**src/design/twsm_pkg.sv**
```systemverilog
// ----------------------------------------------------------------------------
// twsm_pkg: shared types and constants
// beat structs for both channels, action codes and default list depth
// ----------------------------------------------------------------------------
package twsm_pkg;

    localparam int NUM_LISTS      = 3;
    localparam int LIST_DEPTH_DEF = 16;
    localparam int ID_W           = 32;
    localparam int SEL_W          = 2;

    // action codes
    localparam logic ACT_LOAD = 1'b0;
    localparam logic ACT_RUN  = 1'b1;

    // list select code that names no list
    localparam logic [SEL_W-1:0] SEL_NONE = 2'd3;

    typedef struct packed {
        logic             action;
        logic [SEL_W-1:0] list_select;
        logic [ID_W-1:0]  id_value;
    } t_in;

    typedef struct packed {
        logic [ID_W-1:0] merged_id;
        logic            merged_last;
        logic            load_overflow;
    } t_out;

endpackage

```
**src/design/twsm_ram.sv**
```systemverilog
// ----------------------------------------------------------------------------
// twsm_ram: generic simple dual-port ram
// one write port, one read port, read data registered
// ----------------------------------------------------------------------------
module twsm_ram #(
    parameter int WIDTH  = 32,
    parameter int DEPTH  = 48,
    parameter int ADDR_W = $clog2(DEPTH)
) (
    input  logic              i_clk,
    input  logic              i_we,
    input  logic [ADDR_W-1:0] i_waddr,
    input  logic [WIDTH-1:0]  i_wdata,
    input  logic              i_re,
    input  logic [ADDR_W-1:0] i_raddr,
    output logic [WIDTH-1:0]  o_rdata
);

    logic [WIDTH-1:0] r_mem [DEPTH];
    logic [WIDTH-1:0] r_rdata;

    always_ff @(posedge i_clk) begin
        if (i_we) begin
            r_mem[i_waddr] <= i_wdata;
        end
        if (i_re) begin
            r_rdata <= r_mem[i_raddr];
        end
    end

    assign o_rdata = r_rdata;

endmodule

```
**src/design/three_way_sorted_merge.sv**
```systemverilog
// ----------------------------------------------------------------------------
// three_way_sorted_merge: merge of three ascending id lists
// load beats append ids to one of three lists held in one ram; a run beat
// streams all stored ids out in ascending order with a last mark
// ----------------------------------------------------------------------------
// usage
//   input channel (i_valid / o_stall, payload i_in): a load beat appends
//   id_value to list list_select; a list select of three is ignored, a load
//   into a full list is dropped and sets the sticky overflow flag
//   a run beat merges the three lists onto the output channel
//   (o_valid / i_stall, payload o_out), one id per beat, last id marked
// timing
//   loads are taken back to back while idle; a run beat moves the state to
//   run, from which the first id is registered into the output register,
//   then one id per cycle while the receiver takes them; the ram read port
//   refills the head of the list just consumed, its data bypasses the head
//   register in the following cycle
//   o_stall is high while a run is streaming; a run over three empty lists
//   emits nothing and leaves the block idle
// reset clears the counts, the overflow flag and the output valid; the ram
// needs no clearing since only entries below a count are read
// a stalled receiver holds the output register and pauses the merge
// ----------------------------------------------------------------------------
module three_way_sorted_merge #(
    parameter int LIST_DEPTH = twsm_pkg::LIST_DEPTH_DEF
) (
    input  logic            i_clk,
    input  logic            i_rst_n,
    // input beats
    input  logic            i_valid,
    output logic            o_stall,
    input  twsm_pkg::t_in   i_in,
    // merged output beats
    output logic            o_valid,
    input  logic            i_stall,
    output twsm_pkg::t_out  o_out
);

    localparam int NL     = twsm_pkg::NUM_LISTS;
    localparam int ID_W   = twsm_pkg::ID_W;
    localparam int CNT_W  = $clog2(LIST_DEPTH + 1);
    localparam int IDX_W  = (LIST_DEPTH > 1) ? $clog2(LIST_DEPTH) : 1;
    localparam int DEPTH  = NL * LIST_DEPTH;
    localparam int ADDR_W = $clog2(DEPTH);
    localparam int LEFT_W = $clog2(DEPTH + 1);

    typedef enum logic [1:0] {
        S_IDLE = 2'b01,
        S_RUN  = 2'b10
    } t_state;

    // ------------------------------------------------------------------
    // state
    // ------------------------------------------------------------------
    t_state              r_state, n_state;
    logic [CNT_W-1:0]    r_cnt [NL];
    logic [CNT_W-1:0]    n_cnt [NL];
    logic [CNT_W-1:0]    r_pos [NL];
    logic [CNT_W-1:0]    n_pos [NL];
    logic [ID_W-1:0]     r_head [NL];
    logic                r_ovf, n_ovf;
    logic [LEFT_W-1:0]   r_left, n_left;
    logic                r_pend, n_pend;
    logic [1:0]          r_pend_list, n_pend_list;
    logic                r_out_valid, n_out_valid;
    twsm_pkg::t_out      r_out;

    // ------------------------------------------------------------------
    // datapath signals
    // ------------------------------------------------------------------
    logic                in_acc, is_load, is_run, sel_ok, sel_full;
    logic [CNT_W-1:0]    sel_cnt;
    logic [ADDR_W-1:0]   sel_base, best_base;
    logic [ID_W-1:0]     eff_head [NL];
    logic                head_ok [NL];
    logic                found;
    logic [1:0]          best;
    logic [ID_W-1:0]     best_val;
    logic [CNT_W-1:0]    best_pos_nx;
    logic [CNT_W-1:0]    best_cnt;
    logic                emit, last, refill;
    logic [LEFT_W-1:0]   total;
    logic                ram_we;
    logic [ADDR_W-1:0]   ram_waddr, ram_raddr;
    logic [ID_W-1:0]     ram_rdata;

    assign o_stall = (r_state == S_RUN);
    assign in_acc  = i_valid && !o_stall;
    assign is_load = in_acc && (i_in.action == twsm_pkg::ACT_LOAD);
    assign is_run  = in_acc && (i_in.action == twsm_pkg::ACT_RUN);
    assign sel_ok  = (i_in.list_select != twsm_pkg::SEL_NONE);

    // base of each list inside the shared ram
    function automatic logic [ADDR_W-1:0] list_base(input logic [1:0] k);
        logic [ADDR_W-1:0] b;
        b = '0;
        case (k)
            2'd1:    b = ADDR_W'(LIST_DEPTH);
            2'd2:    b = ADDR_W'(2 * LIST_DEPTH);
            default: b = '0;
        endcase
        return b;
    endfunction

    // count of the list a load targets
    always_comb begin
        sel_cnt = '0;
        case (i_in.list_select)
            2'd0:    sel_cnt = r_cnt[0];
            2'd1:    sel_cnt = r_cnt[1];
            2'd2:    sel_cnt = r_cnt[2];
            default: sel_cnt = '0;
        endcase
    end

    assign sel_full  = (sel_cnt == CNT_W'(LIST_DEPTH));
    assign sel_base  = list_base(i_in.list_select);
    assign ram_we    = is_load && sel_ok && !sel_full;
    assign ram_waddr = sel_base + ADDR_W'(sel_cnt[IDX_W-1:0]);

    // heads: a refill read issued last cycle bypasses the head register
    always_comb begin
        for (int k = 0; k < NL; k++) begin
            eff_head[k] = (r_pend && (r_pend_list == 2'(k))) ? ram_rdata : r_head[k];
            head_ok[k]  = (r_pos[k] < r_cnt[k]);
        end
    end

    // smallest live head, lowest list wins a tie
    always_comb begin
        found    = 1'b0;
        best     = '0;
        best_val = '0;
        for (int k = 0; k < NL; k++) begin
            if (head_ok[k] && (!found || (eff_head[k] < best_val))) begin
                found    = 1'b1;
                best     = 2'(k);
                best_val = eff_head[k];
            end
        end
    end

    always_comb begin
        best_pos_nx = '0;
        best_cnt    = '0;
        case (best)
            2'd0:    begin best_pos_nx = r_pos[0] + 1'b1; best_cnt = r_cnt[0]; end
            2'd1:    begin best_pos_nx = r_pos[1] + 1'b1; best_cnt = r_cnt[1]; end
            2'd2:    begin best_pos_nx = r_pos[2] + 1'b1; best_cnt = r_cnt[2]; end
            default: begin best_pos_nx = '0; best_cnt = '0; end
        endcase
    end

    assign emit      = (r_state == S_RUN) && (!r_out_valid || !i_stall) && found;
    assign last      = (r_left == LEFT_W'(1));
    assign refill    = best_pos_nx < best_cnt;
    assign best_base = list_base(best);
    assign ram_raddr = best_base + ADDR_W'(best_pos_nx[IDX_W-1:0]);
    assign total     = LEFT_W'(r_cnt[0]) + LEFT_W'(r_cnt[1]) + LEFT_W'(r_cnt[2]);

    // ------------------------------------------------------------------
    // next state
    // ------------------------------------------------------------------
    always_comb begin
        n_state     = r_state;
        n_cnt       = r_cnt;
        n_pos       = r_pos;
        n_ovf       = r_ovf;
        n_left      = r_left;
        n_pend      = 1'b0;
        n_pend_list = r_pend_list;
        n_out_valid = r_out_valid && i_stall;

        unique case (r_state)
            S_IDLE: begin
                if (is_load && sel_ok) begin
                    if (sel_full) begin
                        n_ovf = 1'b1;
                    end else begin
                        case (i_in.list_select)
                            2'd0:    n_cnt[0] = r_cnt[0] + 1'b1;
                            2'd1:    n_cnt[1] = r_cnt[1] + 1'b1;
                            2'd2:    n_cnt[2] = r_cnt[2] + 1'b1;
                            default: n_cnt[0] = r_cnt[0];
                        endcase
                    end
                end
                if (is_run) begin
                    for (int k = 0; k < NL; k++) begin
                        n_pos[k] = '0;
                    end
                    if (total == '0) begin
                        // nothing stored: just clear the flag
                        n_ovf = 1'b0;
                    end else begin
                        n_left  = total;
                        n_state = S_RUN;
                    end
                end
            end
            S_RUN: begin
                if (emit) begin
                    n_out_valid = 1'b1;
                    n_left      = r_left - 1'b1;
                    n_pend      = refill;
                    n_pend_list = best;
                    case (best)
                        2'd0:    n_pos[0] = best_pos_nx;
                        2'd1:    n_pos[1] = best_pos_nx;
                        2'd2:    n_pos[2] = best_pos_nx;
                        default: n_pos[0] = r_pos[0];
                    endcase
                    if (last) begin
                        for (int k = 0; k < NL; k++) begin
                            n_cnt[k] = '0;
                        end
                        n_ovf   = 1'b0;
                        n_state = S_IDLE;
                    end
                end
            end
            default: n_state = S_IDLE;
        endcase
    end

    // ------------------------------------------------------------------
    // control registers
    // ------------------------------------------------------------------
    always_ff @(posedge i_clk) begin
        if (!i_rst_n) begin
            r_state     <= S_IDLE;
            r_ovf       <= 1'b0;
            r_left      <= '0;
            r_pend      <= 1'b0;
            r_pend_list <= '0;
            r_out_valid <= 1'b0;
            for (int k = 0; k < NL; k++) begin
                r_cnt[k] <= '0;
                r_pos[k] <= '0;
            end
        end else begin
            r_state     <= n_state;
            r_ovf       <= n_ovf;
            r_left      <= n_left;
            r_pend      <= n_pend;
            r_pend_list <= n_pend_list;
            r_out_valid <= n_out_valid;
            r_cnt       <= n_cnt;
            r_pos       <= n_pos;
        end
    end

    // ------------------------------------------------------------------
    // payload registers
    // ------------------------------------------------------------------
    always_ff @(posedge i_clk) begin
        // first id of a list is kept at load time, later ones come from the ram
        if (ram_we && (sel_cnt == '0)) begin
            case (i_in.list_select)
                2'd0:    r_head[0] <= i_in.id_value;
                2'd1:    r_head[1] <= i_in.id_value;
                2'd2:    r_head[2] <= i_in.id_value;
                default: r_head[0] <= r_head[0];
            endcase
        end
        if (r_pend) begin
            case (r_pend_list)
                2'd0:    r_head[0] <= ram_rdata;
                2'd1:    r_head[1] <= ram_rdata;
                2'd2:    r_head[2] <= ram_rdata;
                default: r_head[0] <= r_head[0];
            endcase
        end
        if (emit) begin
            r_out.merged_id     <= best_val;
            r_out.merged_last   <= last;
            r_out.load_overflow <= r_ovf;
        end
    end

    // ------------------------------------------------------------------
    // list storage
    // ------------------------------------------------------------------
    twsm_ram #(
        .WIDTH  (ID_W),
        .DEPTH  (DEPTH),
        .ADDR_W (ADDR_W)
    ) u_ram (
        .i_clk   (i_clk),
        .i_we    (ram_we),
        .i_waddr (ram_waddr),
        .i_wdata (i_in.id_value),
        .i_re    (emit && refill),
        .i_raddr (ram_raddr),
        .o_rdata (ram_rdata)
    );

    assign o_valid = r_out_valid;
    assign o_out   = r_out;

endmodule

```
**config.mk**
```make
export PLATFORM = sky130hd
export DESIGN_NAME = three_way_sorted_merge
export DESIGN_NICKNAME = d
export VERILOG_FILES = /design/src/design/twsm_pkg.sv /design/src/design/twsm_ram.sv /design/src/design/three_way_sorted_merge.sv
export SDC_FILE = /design/constraint.sdc
export NUM_CORES = 2
export LEC_CHECK = 0
export BUFFER_PORTS_ARGS = -buffer_cell sky130_fd_sc_hd__buf_2
export CAP_MARGIN = 5
export CELL_PAD_IN_SITES_DETAIL_PLACEMENT = 1
export CELL_PAD_IN_SITES_GLOBAL_PLACEMENT = 1
export CORE_ASPECT_RATIO = 0.75
export CORE_MARGIN = 2
export CORE_UTILIZATION = 57
export CTS_BUF_LIST = sky130_fd_sc_hd__clkbuf_8
export DETAILED_ROUTE_END_ITERATION = 7
export PLACE_DENSITY = 0.82
export SLEW_MARGIN = 20
export SYNTH_ARGS = -nofsm -noshare
export SYNTH_HDL_FRONTEND = slang
export SYNTH_SLANG_ARGS = --single-unit
```
**constraint.sdc**
```tcl
create_clock -name i_clk -period 13.8 [get_ports i_clk]
set_clock_uncertainty 0.2 [all_clocks]
set_input_delay 2.07 -clock i_clk [delete_from_list [all_inputs] [get_ports i_clk]]
set_output_delay 2.07 -clock i_clk [all_outputs]
set_load 0.05 [all_outputs]
```
# After elaboration in Yosys (flattened, before gate mapping)
# Memory sizes are Yosys's and may differ from the RTL's. A register that Yosys moved wholly into a read port is not among the register bits.
# Cells that the tools add are included.
# totals
regBits,77
mem_bits_rw,1632
wordCells,185
n_memories,2
# classes
addsub,11
n_lt_le_gt_ge,6
eq_ne,23
n_mux,79
bitwise_logic,6
reduce_logical,43
# mem_list
memory,depth,width,rd,rd_ports_with_merged_regs,wr,line_no,source
u_ram.r_mem,48,32,1,1,1,twsm_ram.sv:19,logic [WIDTH-1:0] r_mem [DEPTH];
r_head,3,32,3,0,3,three_way_sorted_merge.sv:60,logic [ID_W-1:0] r_head [NL];
# op_table
op,n
2-to-1 mux 32 bit,11
2-to-1 mux 15 bit,6
less-than comparator 32 bit,2
one-hot mux 15 bit (2 select lines),2
one-hot mux 5 bit (3 select lines),3
2-to-1 mux 1 bit,38
one-hot mux 6 bit (2 select lines),3
"adder 5 x 1 -> 5 bit, second input constant",6
2-to-1 mux 5 bit,6
less-than comparator 5 bit,4
AND reduction 4 bit,5
2-to-1 mux 6 bit,3
AND reduction 6 bit,3
"inequality test 2 x 1 -> 1 bit, second input constant",8
logical AND 1 bit,15
adder 6 x 4 -> 6 bit,2
2-to-1 mux 2 bit,5
"inequality test 2 bit, second input constant",5
"equality test 2 x 1 -> 1 bit, second input constant",4
"equality test 2 bit, second input constant",4
adder 5 x 5 -> 6 bit,1
adder 6 x 5 -> 6 bit,1
"equality test 6 x 1 -> 1 bit, second input constant",1
zero test 1 bit,6
14 further kinds,24

# Logic depth before layout (Yosys ltp)
# logic_depth
depth_word,17
ltp_mapped,46

# Modules after synthesis
# A second synthesis with hierarchy kept.
# unflattened
hier_cells,4197
area_unflattened_um2,71796.4
# by_module_without_submodules
mod,n_inst,cells_each,area_per_inst_um2,seq_area_each_um2
twsm_ram,1,2912,60481.8,47085.2
three_way_sorted_merge,1,1285,11314.6,4764.6

# Least setup slack after synthesis
# No wires, ideal clock.
# synth_path
path_kind,reg2reg
startpoint,register r_cnt[12] (netlist name)
endpoint,"register u_ram.r_rdata[0] (netlist: u_ram.o_rdata[0]), read port of u_ram.r_mem (enable)"
arrival_ps,10664
setup_slack_ps,2548
stages_incl_launch_ff,45
n_path_buf,11
period_less_slack_ps,11252
path_cell_list,dfxtp_1 -> inv_1 -> ha_1 -> a21oi_1 -> o21ai_0 -> a31oi_1 -> clkbuf_1 -> nand2b_1 -> ha_1 -> a21oi_1 -> nor2_1 -> o311a_1 -> a2111oi_0 -> and3_1 -> a21oi_2 -> clkbuf_1 -> clkbuf_1 -> nand2_1 -> (+9 left out) -> clkbuf_1 -> buf_1 -> clkbuf_1 -> clkbuf_1 -> nand2_1 -> o21ai_0 -> ha_1 -> clkbuf_1 -> xnor2_1 -> nor2_1 -> nor3_2 -> inv_2 -> buf_2 -> buf_1 -> ha_1 -> a21o_1 -> a21oi_1 -> o211a_1
# synth_via
elab_chain_len,14
elab_cells_between_ends,26
# synth_rtl
item,line_no,source
from (decl),three_way_sorted_merge.sv:56,logic [CNT_W-1:0] r_cnt [NL];
from (signal assigned),three_way_sorted_merge.sv:248,r_cnt <= n_cnt;
less-than comparator 5 bit,three_way_sorted_merge.sv:125,head_ok[k] = (r_pos[k] < r_cnt[k]);
2-to-1 mux 32 bit or 2-to-1 mux 1 bit (tied branches),three_way_sorted_merge.sv:135,if (head_ok[k] && (!found || (eff_head[k] < best_val))) begin
less-than comparator 32 bit or zero test 1 bit (tied branches),three_way_sorted_merge.sv:135,
logical OR 1 bit,three_way_sorted_merge.sv:135,
logical AND 1 bit,three_way_sorted_merge.sv:135,
2-to-1 mux 32 bit or 2-to-1 mux 1 bit (tied branches),three_way_sorted_merge.sv:135,
less-than comparator 32 bit or zero test 1 bit (tied branches),three_way_sorted_merge.sv:135,
logical OR 1 bit,three_way_sorted_merge.sv:135,
logical AND 1 bit,three_way_sorted_merge.sv:135,
2-to-1 mux 2 bit,three_way_sorted_merge.sv:135,
equality test 2 bit (tied with other cells),three_way_sorted_merge.sv:146,case (best)
one-hot mux 5 bit (3 select lines),three_way_sorted_merge.sv:146,
less-than comparator 5 bit,three_way_sorted_merge.sv:156,assign refill = best_pos_nx < best_cnt;
logical AND 1 bit *,three_way_sorted_merge.sv:293,".i_re (emit && refill),"
net u_ram.i_re,twsm_ram.sv:14,"input logic i_re,"
to (decl),twsm_ram.sv:20,logic [WIDTH-1:0] r_rdata;
# The timed path passes the listed nets; every way through them passes the cells marked *.
# A chain may end at the register's enable or synchronous reset.

# Worst setup path after layout
# layout_path
startpoint,register r_cnt[12] (netlist name)
endpoint,"register u_ram.r_rdata[12] (netlist: u_ram.o_rdata[12]), read port of u_ram.r_mem (enable)"
# Same word-level chain as after synthesis.

==> flow_summary.toml <==
[cts]
postCtsResizedCells = 0
clock-sinks = 1741
cts_setup_buffers = 0
clk_latency_ps = 1040
numCtsBuffers = 276
cts_buffer_depth = 4
clkTransAtPathRegs_ps = 60
clock-root-buffer = "clkbuf_8"
htree_levels = 5
ctsHoldBuffers = 0
tritoncts = "done"

[finish]
drive_gt1_share_pct = 19.44
fin_nets = 4725
areaGrowthSynthToFinish_pct = 10.48
fillerInstances = 11140
finish.utilization_pct = 63.21

[timing]
fin_crit_sh_pct = 91.46
fin_crit_ps = 12620
tns_ps = 0
drv_slew = 0
fmax_mhz = 79.23
setup_viol = 0
hold_viol_final = 0
worst_pin_slew_ps = 1277
rsz0062_at_grt = "false"
max-slew-margin-rel_pct = 14.57

[critical_path]
crit_path_end_kind = "register"
crit_path_frequent_cell = "ha_1"
crit_arrival_ps = 13090
slowest_delay_ps = 860
worst-path-max-fanout = 47
path_class = "reg -> reg"
required_ps = 14270
critPathSlowestCell = "a21oi_4"
startpoint_type = "register"

[floorplanning]
io_pins = 75
die_area_um2 = 129500
start_util_pct = 57.21
die_h_um = 312.1
die_x_um = 414.8
num_rows = 113
core_um2 = 126100

[routing]
vias = 45570
wl_per_cell_um = 36.95
dr.pass1.iters = 7
vias_per_cell = 7.082
totalWireLength_mm = 237.8
ant_nets = 0
drt_iter0_markers = 7296
drc_errors = 0

[synthesis]
synth_area_um2 = 72160
ys_ff_latch = 1741
ys_warn_count = 0
syn_avg_cell_area_um2 = 16.58
ys.flop_type = "edfxtp_1"
synth_cell_types = 82
postSynthCellCount = 4351
synth_edf_count = 1698
async_flop_share_pct = 0
syn-num-nets = 4490
ys_seq_area_share_pct = 71.86

[grt]
grt_pass1_vias = 46390
grtUsageTotal_pct = 36.68
grt-ovfl-total = 0
grt_first_pass_wirelength_mm = 336.5
antenna_found_initial = 8
grt_max_degree = 104

[min_path]
hold_path.class = "reg -> reg"

[flow_run]
max-cap-violations = 0

[power_and_ir_drop]
pwr_density_cell_nw_per_um2 = 132.3
peakVddDrop_mv = 0.1426
p_leak_nw = 26.03

[placed_design]
hpwl_mm = 132.0
io_buffer_count = 74
place.gp.congestion = 0.8958

[status]
status = "complete, no violations"
## worst max-delay path: cells and delay by family (launching register included)
family | cells | cell delay (ps)
adder cells (fa/ha/maj) | 5 | 1650
flip-flops | 1 | 430
AND/OR/NAND/NOR | 12 | 3650
buffers and inverters | 6 | 1860
AO/OA/AOI/OAI | 11 | 4410
## synthesized netlist by cell type, types with 8 or more instances
cell / number / share of area [%]
buf_4: 10 / 0.10
nor3_1: 34 / 0.24
buf_1: 22 / 0.11
edfxtp_1: 1698 / 71
a21o_1: 11 / 0.11
o211a_1: 11 / 0.15
a211oi_1: 27 / 0.28
and2_1: 17 / 0.15
and3_1: 8 / 0.069
a21oi_1: 125 / 0.87
inv_1: 72 / 0.37
a31oi_1: 34 / 0.29
a22oi_1: 35 / 0.36
nand4_1: 29 / 0.25
o22ai_1: 45 / 0.39
o211ai_1: 91 / 0.95
mux2i_1: 194 / 2.7
dfxtp_1: 43 / 1.2
nor2_1: 184 / 0.96
o21ai_0: 132 / 0.92
ha_1: 94 / 1.6
o22a_1: 23 / 0.28
a32o_1: 9 / 0.12
nand2_1: 492 / 2.6
nor4_1: 12 / 0.10
and4_1: 14 / 0.17
mux4_2: 250 / 7.8
clkbuf_1: 167 / 0.87
o31ai_1: 10 / 0.10
xnor2_1: 21 / 0.25
or4_1: 28 / 0.29
a221o_1: 22 / 0.31
nand2b_1: 47 / 0.41
or3_1: 41 / 0.36
nand3_1: 44 / 0.31
buf_2: 34 / 0.24
o21a_1: 9 / 0.094
mux2_2: 88 / 1.4
## cell families after synthesis
group                      Yosys count  synth area share [%]
and+or+nand+nor                    978                 6.163
muxes                              535                 11.91
DFF                               1741                 71.86
xor gates and xnor gates            26                0.3156
adders and majority gates          100                 1.796
buffers and inverters              315                 1.822
AOI/OAI and AO/OA                  656                 6.131
## routing by layer
metal  up-vias  routed length, um  global-route usage [%]  part of all wire, %
met2      3642             105500                   54.19                   44
met1     23350              87550                   50.00                   37
met3       840              31140                   10.71                   13
met4         8              13570                   19.19                  5.7
met5         -                 37                       0                0.016
li1      17730                  -                       -                    -
## flip-flops by register name, summed over array words and instances (netlist names), 2 cells and up
signal / cells
u_ram.o_rdata: 32
r_state: 2
o_out: 34
r_pend_list: 2
r_head: 96
r_pos: 15
r_cnt: 15
u_ram.r_mem: 1536
r_left: 6
## cells in the final DEF, fill, tap and decap left out, drive strengths merged, types with 29 or more instances in the layout
cell	netlist	layout
a21oi	126	126
a22oi	35	35
a31oi	34	34
buf	73	197
clkbuf	167	283
clkinv	1	69
dfxtp	43	43
edfxtp	1698	1698
ha	94	94
inv	74	173
mux2	91	91
mux2i	194	194
mux4	250	250
nand2	492	492
nand2b	47	47
nand3	44	44
nand4	29	29
nor2	184	184
nor3	36	36
o211ai	91	91
o21ai	138	138
o22ai	45	45
or3	41	41
## layout make-up
type                       count  area, um^2  share of cell area, %
sequential                  1741       51850                  65.04
multi-input combinational   2295       19480                  24.44
clock buffer                 283        3895                  4.886
tap                         1667        2086                  2.616
timing repair buffer         197        1371                  1.720
clock inverter               172       730.7                 0.9166
inverter                      75       289.0                 0.3626
antenna                        5       12.51                0.01570
## stage by stage
| step | total power [W] | cells | area (um^2) | hold slack [ps] | setup WS, ps |
|---|---|---|---|---|---|
| after floorplan | 0.006378 | 4351 | 72160 | 201.9 | 2548 |
| after global placement | 0.006627 | 5975 | 75080 | 208.9 | 1997 |
| after detailed placement | 0.006662 | 5975 | 75080 | 214.0 | 1635 |
| after CTS | 0.01055 | 6430 | 79700 | 227.7 | 1584 |
| after global routing | 0.01079 | 6431 | 79710 | 240.9 | 698.9 |
| final | 0.01054 | 6435 | 79720 | 228.2 | 1179 |
## power breakdown
group,internal [W],switching (W),leakage [nW]
clock network,0.00193,0.00205,2.72
logic,0.000254,0.000485,7.68
registers,0.00583,0.00000681,15.6
total,0.00801,0.00254,26.0
## final timing paths
check        depth (start not counted)              startpoint  slack [ps]                          end
max reg2reg                         34  r_cnt[12]$_SDFFE_PN0P_        1180  u_ram.o_rdata[12]$_DFFE_PP_
min                                  0      r_ovf$_SDFFE_PN0P_         230           o_out[0]$_DFFE_PP_
max                                 34  r_cnt[12]$_SDFFE_PN0P_        1180  u_ram.o_rdata[12]$_DFFE_PP_
min reg2reg                          0      r_ovf$_SDFFE_PN0P_         230           o_out[0]$_DFFE_PP_
(Power assumes the default switching activity.)
